## config.mk

```make
export PLATFORM = sky130hd
export DESIGN_NAME = lin_master_frame_engine
export DESIGN_NICKNAME = d
export VERILOG_FILES = /design/src/rtl/lmfe_pkg.sv /design/src/rtl/lmfe_ram.sv /design/src/rtl/lmfe_step.sv /design/src/rtl/lin_master_frame_engine.sv
export SDC_FILE = /design/constraint.sdc
export NUM_CORES = 2
export LEC_CHECK = 0
export ABC_AREA = 1
export BUFFER_PORTS_ARGS = -buffer_cell sky130_fd_sc_hd__buf_2
export CORE_MARGIN = 1
export CORE_UTILIZATION = 40
export DETAILED_ROUTE_END_ITERATION = 16
export GPL_ROUTABILITY_DRIVEN = 0
export GPL_TIMING_DRIVEN = 0
export PLACE_DENSITY = 0.57
export SKIP_LAST_GASP = 1
export SYNTH_ARGS = -nofsm -noshare
export SYNTH_HDL_FRONTEND = slang
export SYNTH_SLANG_ARGS = --single-unit
```

## constraint.sdc

```tcl
create_clock -name clock -period 22.2 [get_ports clock]
set_clock_uncertainty 0.05 [all_clocks]
set_input_delay 1.11 -clock clock [delete_from_list [all_inputs] [get_ports clock]]
set_output_delay 1.11 -clock clock [all_outputs]
set_load 0.05 [all_outputs]
```

## src/rtl/lmfe_pkg.sv

```systemverilog
package lmfe_pkg;

   localparam int REQ_W  = 112;
   localparam int RSP_W  = 136;
   localparam int CSR_AW = 3;
   localparam int CSR_DW = 16;

   localparam logic [1:0] OP_POLL  = 2'd0;
   localparam logic [1:0] OP_WRITE = 2'd1;
   localparam logic [1:0] OP_FORCE = 2'd2;

   localparam logic [3:0] ST_HOME      = 4'd0;
   localparam logic [3:0] ST_WAKE      = 4'd1;
   localparam logic [3:0] ST_WAKE_WAIT = 4'd2;
   localparam logic [3:0] ST_BREAK     = 4'd3;
   localparam logic [3:0] ST_SYNC      = 4'd4;
   localparam logic [3:0] ST_ID        = 4'd5;
   localparam logic [3:0] ST_TXD       = 4'd6;
   localparam logic [3:0] ST_RXD       = 4'd7;
   localparam logic [3:0] ST_TXCS      = 4'd8;
   localparam logic [3:0] ST_RXCS      = 4'd9;
   localparam logic [3:0] ST_READBACK  = 4'd10;
   localparam logic [3:0] ST_CS_FAIL   = 4'd11;
   localparam logic [3:0] ST_RB_FAIL   = 4'd12;
   localparam logic [3:0] ST_TO_FAIL   = 4'd13;
   localparam logic [3:0] ST_END       = 4'd14;

   localparam logic [2:0] EV_NONE    = 3'd0;
   localparam logic [2:0] EV_DONE    = 3'd1;
   localparam logic [2:0] EV_CS_FAIL = 3'd2;
   localparam logic [2:0] EV_RB_FAIL = 3'd3;
   localparam logic [2:0] EV_TIMEOUT = 3'd4;

   localparam logic [2:0] CSR_ENHANCED  = 3'd0;
   localparam logic [2:0] CSR_TO_TWO    = 3'd1;
   localparam logic [2:0] CSR_TO_FOUR   = 3'd2;
   localparam logic [2:0] CSR_TO_EIGHT  = 3'd3;
   localparam logic [2:0] CSR_SLEEP     = 3'd4;
   localparam logic [2:0] CSR_WAKE_WAIT = 3'd5;

   localparam logic [7:0]  SYNC_BYTE    = 8'h55;
   localparam logic [7:0]  CSUM_INV     = 8'hff;
   localparam logic [5:0]  ENH_ID_LIMIT = 6'd60;
   localparam logic [5:0]  ID_LEN2_MAX  = 6'h1f;
   localparam logic [5:0]  ID_LEN4_MAX  = 6'h2f;
   localparam logic [3:0]  LEN_TWO      = 4'd2;
   localparam logic [3:0]  LEN_FOUR     = 4'd4;
   localparam logic [3:0]  LEN_EIGHT    = 4'd8;
   localparam logic [15:0] TICK_MAX     = 16'hffff;

   // request payload, lowest field last
   typedef struct packed {
      logic        tx_ready;
      logic [7:0]  rx_byte;
      logic        rx_valid;
      logic        tick;
      logic [63:0] frame_data;
      logic [15:0] frame_period;
      logic [3:0]  frame_length;
      logic        frame_is_tx;
      logic [5:0]  frame_id;
      logic [2:0]  frame_index;
   } req_type;

   typedef struct packed {
      logic [15:0] timing_errors;
      logic [15:0] readback_errors;
      logic [15:0] checksum_errors;
      logic [63:0] rx_frame_data;
      logic [2:0]  event_frame;
      logic [2:0]  event_code;
      logic [3:0]  machine_state;
      logic [7:0]  tx_byte;
      logic        tx_is_break;
      logic        tx_valid;
   } rsp_type;

   typedef struct packed {
      logic [63:0] data;
      logic [15:0] period;
      logic [3:0]  len;
      logic        is_tx;
      logic [5:0]  id;
   } row_type;

   typedef struct packed {
      logic        enhanced;
      logic [15:0] to_two;
      logic [15:0] to_four;
      logic [15:0] to_eight;
      logic [15:0] sleep;
      logic [15:0] wake_wait;
   } cfg_type;

   typedef struct packed {
      logic [3:0]  state;
      logic [3:0]  ret;
      logic [7:0]  exp_rb;
      logic [3:0]  pos;
      logic [3:0]  alen;
      logic [7:0]  csum;
      logic [15:0] st_elapsed;
      logic        pend_flag;
      logic [7:0]  pend_val;
   } ctx_type;

   typedef struct packed {
      ctx_type     nxt;
      logic        tx_valid;
      logic        tx_brk;
      logic [7:0]  tx_byte;
      logic [2:0]  ev;
      logic [63:0] rx_data;
      logic        row_we;
      logic [63:0] row_data;
   } step_type;

   function automatic logic [7:0] protected_id(input logic [5:0] id);
      logic p0;
      logic p1;
      p0 = id[0] ^ id[1] ^ id[2] ^ id[4];
      p1 = ~(id[1] ^ id[3] ^ id[4] ^ id[5]);
      return {p1, p0, id};
   endfunction

   function automatic logic [3:0] frame_len(input logic [5:0] id, input logic [3:0] setting);
      logic [3:0] r;
      if (setting == 4'd0) begin
         r = (id <= ID_LEN2_MAX) ? LEN_TWO : ((id <= ID_LEN4_MAX) ? LEN_FOUR : LEN_EIGHT);
      end else if (setting > LEN_EIGHT) begin
         r = LEN_EIGHT;
      end else begin
         r = setting;
      end
      return r;
   endfunction

   // carry-wrapped add
   function automatic logic [7:0] csum_add(input logic [7:0] c, input logic [7:0] b);
      logic [8:0] s;
      s = {1'b0, c} + {1'b0, b};
      if (s > 9'd255) s = s - 9'd255;
      return s[7:0];
   endfunction

endpackage

```

## src/rtl/lmfe_ram.sv

```systemverilog
module lmfe_ram #(
   parameter int WIDTH = 8,
   parameter int DEPTH = 8
) (
   input  logic                                       clock,
   input  logic                                       we,
   input  logic [((DEPTH > 1) ? $clog2(DEPTH) : 1)-1:0] waddr,
   input  logic [WIDTH-1:0]                           wdata,
   input  logic [((DEPTH > 1) ? $clog2(DEPTH) : 1)-1:0] raddr,
   output logic [WIDTH-1:0]                           rdata
);

   logic [WIDTH-1:0] mem_ff [DEPTH];

   always_ff @(posedge clock) begin
      if (we) mem_ff[waddr] <= wdata;
      rdata <= mem_ff[raddr];
   end

endmodule

```

## src/rtl/lmfe_step.sv

```systemverilog
module lmfe_step import lmfe_pkg::*; (
   input  ctx_type  cur,
   input  row_type  row,
   input  cfg_type  cfg,
   input  logic     ready,
   input  logic     found,
   output step_type res
);

   always_comb begin
      ctx_type     n;
      logic [3:0]  s;
      logic [15:0] limit;
      logic [7:0]  pid;
      logic [7:0]  b;
      logic [7:0]  cs;
      logic [3:0]  pos1;
      logic [63:0] d;
      res   = '0;
      n     = cur;
      s     = cur.state;
      pid   = protected_id(row.id);
      pos1  = cur.pos + 4'd1;
      b     = row.data[{cur.pos[2:0], 3'b000} +: 8];
      d     = row.data;
      cs    = cur.csum;
      priority if (cur.alen == LEN_TWO)  limit = cfg.to_two;
      else if     (cur.alen == LEN_FOUR) limit = cfg.to_four;
      else                               limit = cfg.to_eight;

      // per-state timeout overrides the state for this step
      if (s >= ST_BREAK && s <= ST_READBACK && cur.st_elapsed >= limit) s = ST_TO_FAIL;
      n.state = s;

      unique case (s)
         ST_HOME: begin
            if (found) begin
               n.state      = (cur.st_elapsed >= cfg.sleep) ? ST_WAKE : ST_BREAK;
               n.pend_flag  = 1'b0;
               n.st_elapsed = '0;
            end
         end
         ST_WAKE: begin
            if (ready) begin
               res.tx_valid = 1'b1;
               res.tx_brk   = 1'b1;
               n.state      = ST_WAKE_WAIT;
               n.st_elapsed = '0;
            end
         end
         ST_WAKE_WAIT: begin
            if (cur.st_elapsed >= cfg.wake_wait) begin
               n.pend_flag  = 1'b0;
               n.state      = ST_BREAK;
               n.st_elapsed = '0;
            end
         end
         ST_BREAK: begin
            if (ready) begin
               res.tx_valid = 1'b1;
               res.tx_brk   = 1'b1;
               n.exp_rb     = '0;
               n.ret        = ST_SYNC;
               n.state      = ST_READBACK;
               n.st_elapsed = '0;
            end
         end
         ST_SYNC: begin
            if (ready) begin
               res.tx_valid = 1'b1;
               res.tx_byte  = SYNC_BYTE;
               n.exp_rb     = SYNC_BYTE;
               n.ret        = ST_ID;
               n.state      = ST_READBACK;
               n.st_elapsed = '0;
            end
         end
         ST_ID: begin
            if (ready) begin
               res.tx_valid = 1'b1;
               res.tx_byte  = pid;
               n.exp_rb     = pid;
               n.ret        = row.is_tx ? ST_TXD : ST_RXD;
               n.pos        = '0;
               n.csum       = (cfg.enhanced && pid[5:0] < ENH_ID_LIMIT) ? pid : 8'd0;
               n.state      = ST_READBACK;
               n.st_elapsed = '0;
            end
         end
         ST_TXD: begin
            if (ready) begin
               res.tx_valid = 1'b1;
               res.tx_byte  = b;
               n.exp_rb     = b;
               cs           = csum_add(cur.csum, b);
               n.pos        = pos1;
               if (pos1 >= cur.alen) begin
                  cs    = cs ^ CSUM_INV;
                  n.ret = ST_TXCS;
               end
               n.csum       = cs;
               n.state      = ST_READBACK;
               n.st_elapsed = '0;
            end
         end
         ST_RXD: begin
            if (cur.pend_flag) begin
               n.pend_flag = 1'b0;
               d[{cur.pos[2:0], 3'b000} +: 8] = cur.pend_val;
               res.row_we   = 1'b1;
               res.row_data = d;
               cs           = csum_add(cur.csum, cur.pend_val);
               n.pos        = pos1;
               if (pos1 >= cur.alen) begin
                  cs      = cs ^ CSUM_INV;
                  n.state = ST_RXCS;
               end
               n.csum       = cs;
               n.st_elapsed = '0;
            end
         end
         ST_TXCS: begin
            if (ready) begin
               res.tx_valid = 1'b1;
               res.tx_byte  = cur.csum;
               n.exp_rb     = cur.csum;
               n.ret        = ST_END;
               n.state      = ST_READBACK;
               n.st_elapsed = '0;
            end
         end
         ST_RXCS: begin
            if (cur.pend_flag) begin
               n.pend_flag  = 1'b0;
               n.state      = (cur.csum == cur.pend_val) ? ST_END : ST_CS_FAIL;
               n.st_elapsed = '0;
            end
         end
         ST_READBACK: begin
            if (cur.pend_flag) begin
               n.pend_flag = 1'b0;
               if (cur.pend_val == cur.exp_rb) begin
                  n.state      = cur.ret;
                  n.st_elapsed = '0;
               end else begin
                  n.state = ST_RB_FAIL;
               end
            end
         end
         ST_CS_FAIL: begin
            res.ev       = EV_CS_FAIL;
            n.state      = ST_HOME;
            n.st_elapsed = '0;
         end
         ST_RB_FAIL: begin
            res.ev       = EV_RB_FAIL;
            n.state      = ST_HOME;
            n.st_elapsed = '0;
         end
         ST_TO_FAIL: begin
            res.ev       = EV_TIMEOUT;
            n.state      = ST_HOME;
            n.st_elapsed = '0;
         end
         ST_END: begin
            res.ev       = EV_DONE;
            if (!row.is_tx) res.rx_data = row.data;
            n.state      = ST_HOME;
            n.st_elapsed = '0;
         end
         default: begin
            n.state = ST_HOME;
         end
      endcase
      res.nxt = n;
   end

endmodule

```

## src/rtl/lin_master_frame_engine.sv

```systemverilog
// LIN master frame engine. Each request on the req_ channel is one step of the
// engine: an optional frame table write (op 1) or forced transfer (op 2),
// then a time tick, a received UART byte and the transmitter-ready flag are
// applied, and one protocol state is processed. Exactly one response follows
// each request on rsp_, carrying what to send on the bus, the new state, any
// frame event and the error totals. The frame table and the per-entry
// elapsed-tick counters live in two single-port-read RAMs with a registered
// read. A request passes from acceptance through the op, read and execute
// phases back to ready when no tick comes and the engine is busy with a
// frame; with a tick, or in the home state, a sweep phase comes first, in
// which the engine sweeps the elapsed RAM and the table RAM one entry per
// cycle to age the counters and pick the next frame. The response register
// lets a new request in while the previous response waits; a request only
// stalls at its final step if the prior response is still unclaimed. Entries
// read as zero until first written (per-entry valid bits), so no clearing
// pass runs after reset.
module lin_master_frame_engine import lmfe_pkg::*; #(
   parameter int NUM_FRAMES = 8
) (
   input  logic              clock,
   input  logic              reset,
   input  logic              req_tvalid,
   output logic              req_tready,
   // [2:0] frame_index, [8:3] frame_id, [9] frame_is_tx, [13:10] frame_length,
   // [29:14] frame_period, [93:30] frame_data, [94] tick, [95] rx_valid,
   // [103:96] rx_byte, [104] tx_ready, rest zero
   input  logic [REQ_W-1:0]  req_tdata,
   // [1:0] op
   input  logic [1:0]        req_tuser,
   output logic              rsp_tvalid,
   input  logic              rsp_tready,
   // [0] tx_valid, [1] tx_is_break, [9:2] tx_byte, [13:10] machine_state,
   // [16:14] event_code, [19:17] event_frame, [83:20] rx_frame_data,
   // [99:84] checksum_errors, [115:100] readback_errors,
   // [131:116] timing_errors, rest zero
   output logic [RSP_W-1:0]  rsp_tdata,
   input  logic              csr_we,
   input  logic [CSR_AW-1:0] csr_addr,
   input  logic [CSR_DW-1:0] csr_wdata
);

   localparam int IW    = (NUM_FRAMES > 1) ? $clog2(NUM_FRAMES) : 1;
   localparam int CW    = $clog2(NUM_FRAMES + 1);
   localparam int ROW_W = $bits(row_type);

   // request sequencer
   localparam logic [2:0] PH_IDLE  = 3'd0;
   localparam logic [2:0] PH_OP    = 3'd1;  // table / force writes, tick, rx latch
   localparam logic [2:0] PH_SWEEP = 3'd2;  // age counters, pick next frame
   localparam logic [2:0] PH_RD    = 3'd3;  // read active entry
   localparam logic [2:0] PH_EXEC  = 3'd4;  // one protocol step, load response

   logic [2:0]            phase_ff, phase_in;
   req_type               req_ff, req_in;
   logic [1:0]            op_ff, op_in;
   cfg_type               cfg_ff, cfg_in;
   ctx_type               ctx_ff, ctx_in;
   logic [IW-1:0]         sel_ff, sel_in;
   logic                  found_ff, found_in;
   logic [CW-1:0]         rd_cnt_ff, rd_cnt_in;
   logic                  proc_vld_ff, proc_vld_in;
   logic [IW-1:0]         proc_idx_ff, proc_idx_in;
   logic [NUM_FRAMES-1:0] force_ff, force_in;
   logic [NUM_FRAMES-1:0] tbl_vld_ff, tbl_vld_in;
   logic [NUM_FRAMES-1:0] elp_vld_ff, elp_vld_in;
   logic [15:0]           cs_err_ff, cs_err_in;
   logic [15:0]           rb_err_ff, rb_err_in;
   logic [15:0]           to_err_ff, to_err_in;
   rsp_type               rsp_ff, rsp_in;
   logic                  rsp_vld_ff, rsp_vld_in;

   logic                  tbl_we;
   logic [IW-1:0]         tbl_waddr, tbl_raddr;
   logic [ROW_W-1:0]      tbl_wdata, tbl_rdata;
   logic                  elp_we;
   logic [IW-1:0]         elp_waddr, elp_raddr;
   logic [15:0]           elp_wdata, elp_rdata;

   row_type               act_row, p_row, new_row;
   logic [15:0]           p_elp, p_inc;
   logic                  issue, can_pick, pick_force, pick_per, idx_ok;
   logic [IW-1:0]         req_idx;
   step_type              step;

   lmfe_ram #(.WIDTH(ROW_W), .DEPTH(NUM_FRAMES)) u_tbl (
      .clock (clock),
      .we    (tbl_we),
      .waddr (tbl_waddr),
      .wdata (tbl_wdata),
      .raddr (tbl_raddr),
      .rdata (tbl_rdata)
   );

   lmfe_ram #(.WIDTH(16), .DEPTH(NUM_FRAMES)) u_elp (
      .clock (clock),
      .we    (elp_we),
      .waddr (elp_waddr),
      .wdata (elp_wdata),
      .raddr (elp_raddr),
      .rdata (elp_rdata)
   );

   // active entry, never-written entries read as zero
   assign act_row = tbl_vld_ff[sel_ff] ? row_type'(tbl_rdata) : '0;

   lmfe_step u_step (
      .cur   (ctx_ff),
      .row   (act_row),
      .cfg   (cfg_ff),
      .ready (req_ff.tx_ready),
      .found (found_ff),
      .res   (step)
   );

   // sweep datapath: entry proc_idx_ff arrives from both RAMs
   assign p_row      = tbl_vld_ff[proc_idx_ff] ? row_type'(tbl_rdata) : '0;
   assign p_elp      = elp_vld_ff[proc_idx_ff] ? elp_rdata : '0;
   assign p_inc      = (req_ff.tick && p_elp != TICK_MAX) ? p_elp + 16'd1 : p_elp;
   assign can_pick   = (ctx_ff.state == ST_HOME) && !found_ff;
   assign pick_force = can_pick && force_ff[proc_idx_ff];
   assign pick_per   = can_pick && !force_ff[proc_idx_ff] && p_row.period != 16'd0 &&
                       p_inc >= p_row.period;
   assign issue      = rd_cnt_ff != CW'(NUM_FRAMES);

   assign idx_ok  = 32'(req_ff.frame_index) < NUM_FRAMES;
   assign req_idx = IW'(req_ff.frame_index);

   always_comb begin
      new_row.data   = req_ff.frame_data;
      new_row.period = req_ff.frame_period;
      new_row.len    = req_ff.frame_length;
      new_row.is_tx  = req_ff.frame_is_tx;
      new_row.id     = req_ff.frame_id;
   end

   always_comb begin
      phase_in    = phase_ff;
      req_in      = req_ff;
      op_in       = op_ff;
      cfg_in      = cfg_ff;
      ctx_in      = ctx_ff;
      sel_in      = sel_ff;
      found_in    = found_ff;
      rd_cnt_in   = rd_cnt_ff;
      proc_vld_in = proc_vld_ff;
      proc_idx_in = proc_idx_ff;
      force_in    = force_ff;
      tbl_vld_in  = tbl_vld_ff;
      elp_vld_in  = elp_vld_ff;
      cs_err_in   = cs_err_ff;
      rb_err_in   = rb_err_ff;
      to_err_in   = to_err_ff;
      rsp_in      = rsp_ff;
      rsp_vld_in  = rsp_vld_ff;

      tbl_we    = 1'b0;
      tbl_waddr = sel_ff;
      tbl_wdata = ROW_W'(act_row);
      tbl_raddr = (phase_ff == PH_SWEEP) ? rd_cnt_ff[IW-1:0] : sel_ff;
      elp_we    = 1'b0;
      elp_waddr = proc_idx_ff;
      elp_wdata = pick_per ? 16'd0 : p_inc;
      elp_raddr = rd_cnt_ff[IW-1:0];

      // configuration: the user must write it only while idle; the block does not enforce this
      if (csr_we) begin
         case (csr_addr)
            CSR_ENHANCED:  cfg_in.enhanced  = csr_wdata[0];
            CSR_TO_TWO:    cfg_in.to_two    = csr_wdata;
            CSR_TO_FOUR:   cfg_in.to_four   = csr_wdata;
            CSR_TO_EIGHT:  cfg_in.to_eight  = csr_wdata;
            CSR_SLEEP:     cfg_in.sleep     = csr_wdata;
            CSR_WAKE_WAIT: cfg_in.wake_wait = csr_wdata;
            default: ;
         endcase
      end

      if (rsp_vld_ff && rsp_tready) rsp_vld_in = 1'b0;

      unique case (phase_ff)
         PH_IDLE: begin
            if (req_tvalid) begin
               req_in   = req_type'(req_tdata[$bits(req_type)-1:0]);
               op_in    = req_tuser;
               phase_in = PH_OP;
            end
         end
         PH_OP: begin
            if (idx_ok && op_ff == OP_WRITE) begin
               tbl_we              = 1'b1;
               tbl_waddr           = req_idx;
               tbl_wdata           = ROW_W'(new_row);
               tbl_vld_in[req_idx] = 1'b1;
            end
            if (idx_ok && op_ff == OP_FORCE) force_in[req_idx] = 1'b1;
            if (req_ff.tick && ctx_ff.st_elapsed != TICK_MAX) begin
               ctx_in.st_elapsed = ctx_ff.st_elapsed + 16'd1;
            end
            if (req_ff.rx_valid) begin
               ctx_in.pend_flag = 1'b1;
               ctx_in.pend_val  = req_ff.rx_byte;
            end
            found_in    = 1'b0;
            rd_cnt_in   = '0;
            proc_vld_in = 1'b0;
            // without a tick and outside home the sweep changes nothing
            phase_in    = (req_ff.tick || ctx_ff.state == ST_HOME) ? PH_SWEEP : PH_RD;
         end
         PH_SWEEP: begin
            proc_vld_in = issue;
            proc_idx_in = rd_cnt_ff[IW-1:0];
            if (issue) rd_cnt_in = rd_cnt_ff + CW'(1);
            if (proc_vld_ff) begin
               elp_we                  = 1'b1;
               elp_vld_in[proc_idx_ff] = 1'b1;
               if (pick_force) force_in[proc_idx_ff] = 1'b0;
               if (pick_force || pick_per) begin
                  found_in    = 1'b1;
                  sel_in      = proc_idx_ff;
                  ctx_in.alen = frame_len(p_row.id, p_row.len);
               end
            end
            if (!issue && !proc_vld_ff) phase_in = PH_RD;
         end
         PH_RD: begin
            phase_in = PH_EXEC;
         end
         PH_EXEC: begin
            if (!rsp_vld_ff || rsp_tready) begin
               ctx_in = step.nxt;
               if (step.ev == EV_CS_FAIL) cs_err_in = cs_err_ff + 16'd1;
               if (step.ev == EV_RB_FAIL) rb_err_in = rb_err_ff + 16'd1;
               if (step.ev == EV_TIMEOUT) to_err_in = to_err_ff + 16'd1;
               if (step.row_we) begin
                  // received byte lands in the active entry's data
                  tbl_we             = 1'b1;
                  tbl_waddr          = sel_ff;
                  tbl_wdata          = ROW_W'({step.row_data, act_row.period, act_row.len,
                                               act_row.is_tx, act_row.id});
                  tbl_vld_in[sel_ff] = 1'b1;
               end
               rsp_in.tx_valid        = step.tx_valid;
               rsp_in.tx_is_break     = step.tx_brk;
               rsp_in.tx_byte         = step.tx_byte;
               rsp_in.machine_state   = step.nxt.state;
               rsp_in.event_code      = step.ev;
               rsp_in.event_frame     = (step.ev != EV_NONE) ? 3'(sel_ff) : 3'd0;
               rsp_in.rx_frame_data   = step.rx_data;
               rsp_in.checksum_errors = cs_err_in;
               rsp_in.readback_errors = rb_err_in;
               rsp_in.timing_errors   = to_err_in;
               rsp_vld_in             = 1'b1;
               phase_in               = PH_IDLE;
            end
         end
         default: begin
            phase_in = PH_IDLE;
         end
      endcase
   end

   always_ff @(posedge clock) begin
      if (reset) begin
         phase_ff           <= PH_IDLE;
         cfg_ff.enhanced    <= 1'b1;
         cfg_ff.to_two      <= 16'd10;
         cfg_ff.to_four     <= 16'd15;
         cfg_ff.to_eight    <= 16'd20;
         cfg_ff.sleep       <= 16'd4000;
         cfg_ff.wake_wait   <= 16'd100;
         // all zero: state and return state are home
         ctx_ff             <= '0;
         sel_ff             <= '0;
         found_ff           <= 1'b0;
         rd_cnt_ff          <= '0;
         proc_vld_ff        <= 1'b0;
         force_ff           <= '0;
         tbl_vld_ff         <= '0;
         elp_vld_ff         <= '0;
         cs_err_ff          <= '0;
         rb_err_ff          <= '0;
         to_err_ff          <= '0;
         rsp_vld_ff         <= 1'b0;
      end else begin
         phase_ff    <= phase_in;
         cfg_ff      <= cfg_in;
         ctx_ff      <= ctx_in;
         sel_ff      <= sel_in;
         found_ff    <= found_in;
         rd_cnt_ff   <= rd_cnt_in;
         proc_vld_ff <= proc_vld_in;
         force_ff    <= force_in;
         tbl_vld_ff  <= tbl_vld_in;
         elp_vld_ff  <= elp_vld_in;
         cs_err_ff   <= cs_err_in;
         rb_err_ff   <= rb_err_in;
         to_err_ff   <= to_err_in;
         rsp_vld_ff  <= rsp_vld_in;
      end
   end

   // payload registers
   always_ff @(posedge clock) begin
      req_ff      <= req_in;
      op_ff       <= op_in;
      proc_idx_ff <= proc_idx_in;
      rsp_ff      <= rsp_in;
   end

   assign req_tready = (phase_ff == PH_IDLE);
   assign rsp_tvalid = rsp_vld_ff;
   assign rsp_tdata  = {(RSP_W - $bits(rsp_type))'(0), rsp_ff};

endmodule

```

==> results.toml <==
[run_status]
status = "finished with violations"
violations = "capacitance limit, slew limit"

[layout]
fillCellCount = 14160
multi_input_area_mm2 = 0.01878
drive_gt1_share_pct = 10.07
area_growth_pct = 15.38
seqCellArea_mm2 = 0.03958
fin_util_pct = 46.58
fin_nets = 6568

[floorplan]
rows = 143
pin_count = 276
fp.dieH_um = 393.8
die_w_um = 393.8
start_util_pct = 40.37
die_area_mm2 = 0.1550
core_mm2 = 0.1521

[global_route]
use_met3_pct = 5.696
grtUsageTotal_pct = 25.45
grt_pass1_vias = 43978
busiest_layer = "met2"
gr-total-overflow = 0
grt_pass1_wl_um = 292100
grt_max_degree = 73
grtUsageMet2_pct = 38.90
antenna_found_initial = 4
grtUsageMet1_pct = 34.28

[critical_path]
crit_path_top_delay_cell = "nor4_1"
cp-start-kind = "register"
slowest_delay_ns = 1.00
crit_chain = "inv_1 > nor4_1 > clkbuf_1 > clkbuf_1 > o211ai_1 > o21ai_0 > ha_1 > a21oi_1 > nand2_1 > nand2_1 > nand2_1 > nand2_1 > nand4_2 > nor2_4 > nand2_1 > clkinv_1 > o21ai_1 > nor3_1 > nand2_1 > inv_6 > buf_16"
worstPathArrival_ns = 6.88
cp_data_required_time_ns = 22.57
endpoint_kind = "register"
critPathKind = "reg -> reg"
crit_fanout = 66
crit_top_cell = "nand2_1"
critPathBufInv = 6
critical-path-top-delay-family = "simple AND/OR/NAND/NOR gates"

[placement]
post-dp-hpwl_um = 139500
post-place-ws_ns = 15.79
portBuffers = 263

[logic_synthesis]
synth_top_area_share_pct = 53.71
ys_ff_latch = 1428
ys_types = 58
synth_most_common_cell = "edfxtp_1"
synthTopCellsByArea = "edfxtp_1, dfxtp_1, nor2_1, o21ai_0, nand2_1"
synthesis.instances = 5884
synth_area_mm2 = 0.06139
synth_async_sr_flop_share_pct = 0
synthTopCellsByCount = "edfxtp_1, nor2_1, nand2_1"
synth_area_leader_cell = "edfxtp_1"
synth_warnings = 0
ys_seq_area_share_pct = 64.47
synth_edf_count = 1098
synth.avg_cell_area_um2 = 10.43
ys.flop_type = "edfxtp_1"

[timing]
max_clock_freq_ghz = 0.1534
hold_violations = 0
tightest_slew_ns = 1.563
setup-violations-final = 0
fin_crit_ns = 6.519
final.period_utilization_pct = 29.37
max-slew-margin-rel_pct = -4.180
fin_tns_setup_ns = 0
rsz0062_at_grt = "no"
slew_viol_final = 32
worst_slack_ns = 15.68

[pwr]
power.share.clock_pct = 31.0
power.switching_w = 0.002877
power.density_mw_per_mm2 = 116.0
p_int_w = 0.005339
power_w = 0.008216
seqPwrFrac_pct = 43.8
p_leak_nw = 26.92
ir_drop_mv = 0.08265
p_comb_share_pct = 25.3
switching_share_pct = 35.01

[cts]
clock-sinks = 1428
clk_latency_ns = 0.79
cts-root-buf = "clkbuf_16"
cts_made_buffers = 155
clk_pin_slew_ns = 0.06
cts_resized = 0
max-clock-path-buffers = 3
cts_tree = "built"
post_cts_buffers = 0
holdBufCountCts = 0
h-tree-depth = 4

[drt]
vias_per_cell = 5.485
wire_per_inst_um = 23.79
wirelength_um = 202100
drt_first_iter_violations = 5130
vias = 46593
dr.pass1.iters = 6
ant_nets = 0
drc = 0

[job]
drv_cap = 3

[hold_path]
min_path_type = "reg -> reg"
worst paths after layout:
kind	slack (ns)	start	cells after the start	to
setup / recovery	15.68	ctx_ff[35]$_SDFFE_PP0P_	21	u_tbl.mem_ff[2][56]$_DFFE_PP_
hold / removal	0.40	cfg_ff[38]$_SDFFE_PP0P_	2	cfg_ff[38]$_SDFFE_PP0P_
setup reg to reg	15.68	ctx_ff[35]$_SDFFE_PP0P_	21	u_tbl.mem_ff[2][56]$_DFFE_PP_
hold reg to reg	0.40	cfg_ff[38]$_SDFFE_PP0P_	2	cfg_ff[38]$_SDFFE_PP0P_
routing by layer:
layer / wire, um / vias up
li1: - / 21440
met5: 48 / -
met4: 10440 / 6
met2: 88920 / 2362
met3: 19080 / 466
met1: 83620 / 22319
flip-flops by register name, summed over array words and instances (netlist names), 4 cells and up:
signal and cells:
rb_err_ff 16, req_ff 11, tbl_vld_ff 8, cfg_ff 81, force_ff 8, u_elp.mem_ff 128, cs_err_ff 16, rsp_tdata 132
u_tbl.rdata 91, new_row 91, ctx_ff 57, elp_vld_ff 8, rd_cnt_ff 4, to_err_ff 16, u_elp.rdata 16, u_tbl.mem_ff 728
per-stage QoR:
| step | hold slack, ns | cells | cell area, um2 |
|---|---|---|---|
| 3_5_place_dp | 0.3954 | 8205 | 65760 |
| 5_1_grt | 0.4013 | 8493 | 70830 |
| 6_report | 0.4035 | 8495 | 70830 |
| 2_1_floorplan | 0.3724 | 5887 | 61400 |
| 3_3_place_gp | 0.3886 | 8180 | 65260 |
| 4_1_cts | 0.3915 | 8493 | 70820 |
power groups by stage:
stage	combinational, W	clock (W)	sequential (W)
after floorplan	0.00122	0	0.00357
after global placement	0.00197	0	0.00369
after detailed placement	0.00203	0	0.00364
after CTS	0.00204	0.00258	0.00358
after global routing	0.00225	0.00268	0.00361
final	0.00208	0.00254	0.00360
logic make-up after synthesis:
group           share of synthesized area [%]
compound gates                          12.75
xor+xnor                                1.227
fa+ha+maj                               2.022
buf+inv                                 4.989
flops                                   64.47
other cells                          0.006108
simple gates                            14.54
area by class of cell:
class	count	area share, %
antenna	2	0.007066
sequential	1428	55.87
multi-input combinational	3670	26.51
tap	2030	3.586
clock buffer	217	6.105
inverter	480	2.604
buffer	309	1.784
clock inverter	71	1.037
timing repair buffer	288	2.491
tightest hold or removal path, cell delays in order, from the launching register on:
cell	delay [ns]
dfxtp_1	0.29
inv_1	0.06
a21oi_1	0.05
cells in the final DEF (no fill, tap or decap), types with 27 or more instances in the layout:
cell type,instances
nand2_1,756
o211ai_1,113
nor2_1,1016
edfxtp_1,1098
a21oi_1,220
inv_1,447
o32ai_1,91
clkbuf_1,284
clkbuf_16,156
dfxtp_1,330
nand4_1,50
buf_2,291
ha_1,96
o21bai_1,100
clkinv_2,27
a31oi_1,115
nand3_1,220
o21ai_0,591
nor3_1,48
xor2_1,72
Note: power is estimated with default switching activity, not from simulation.
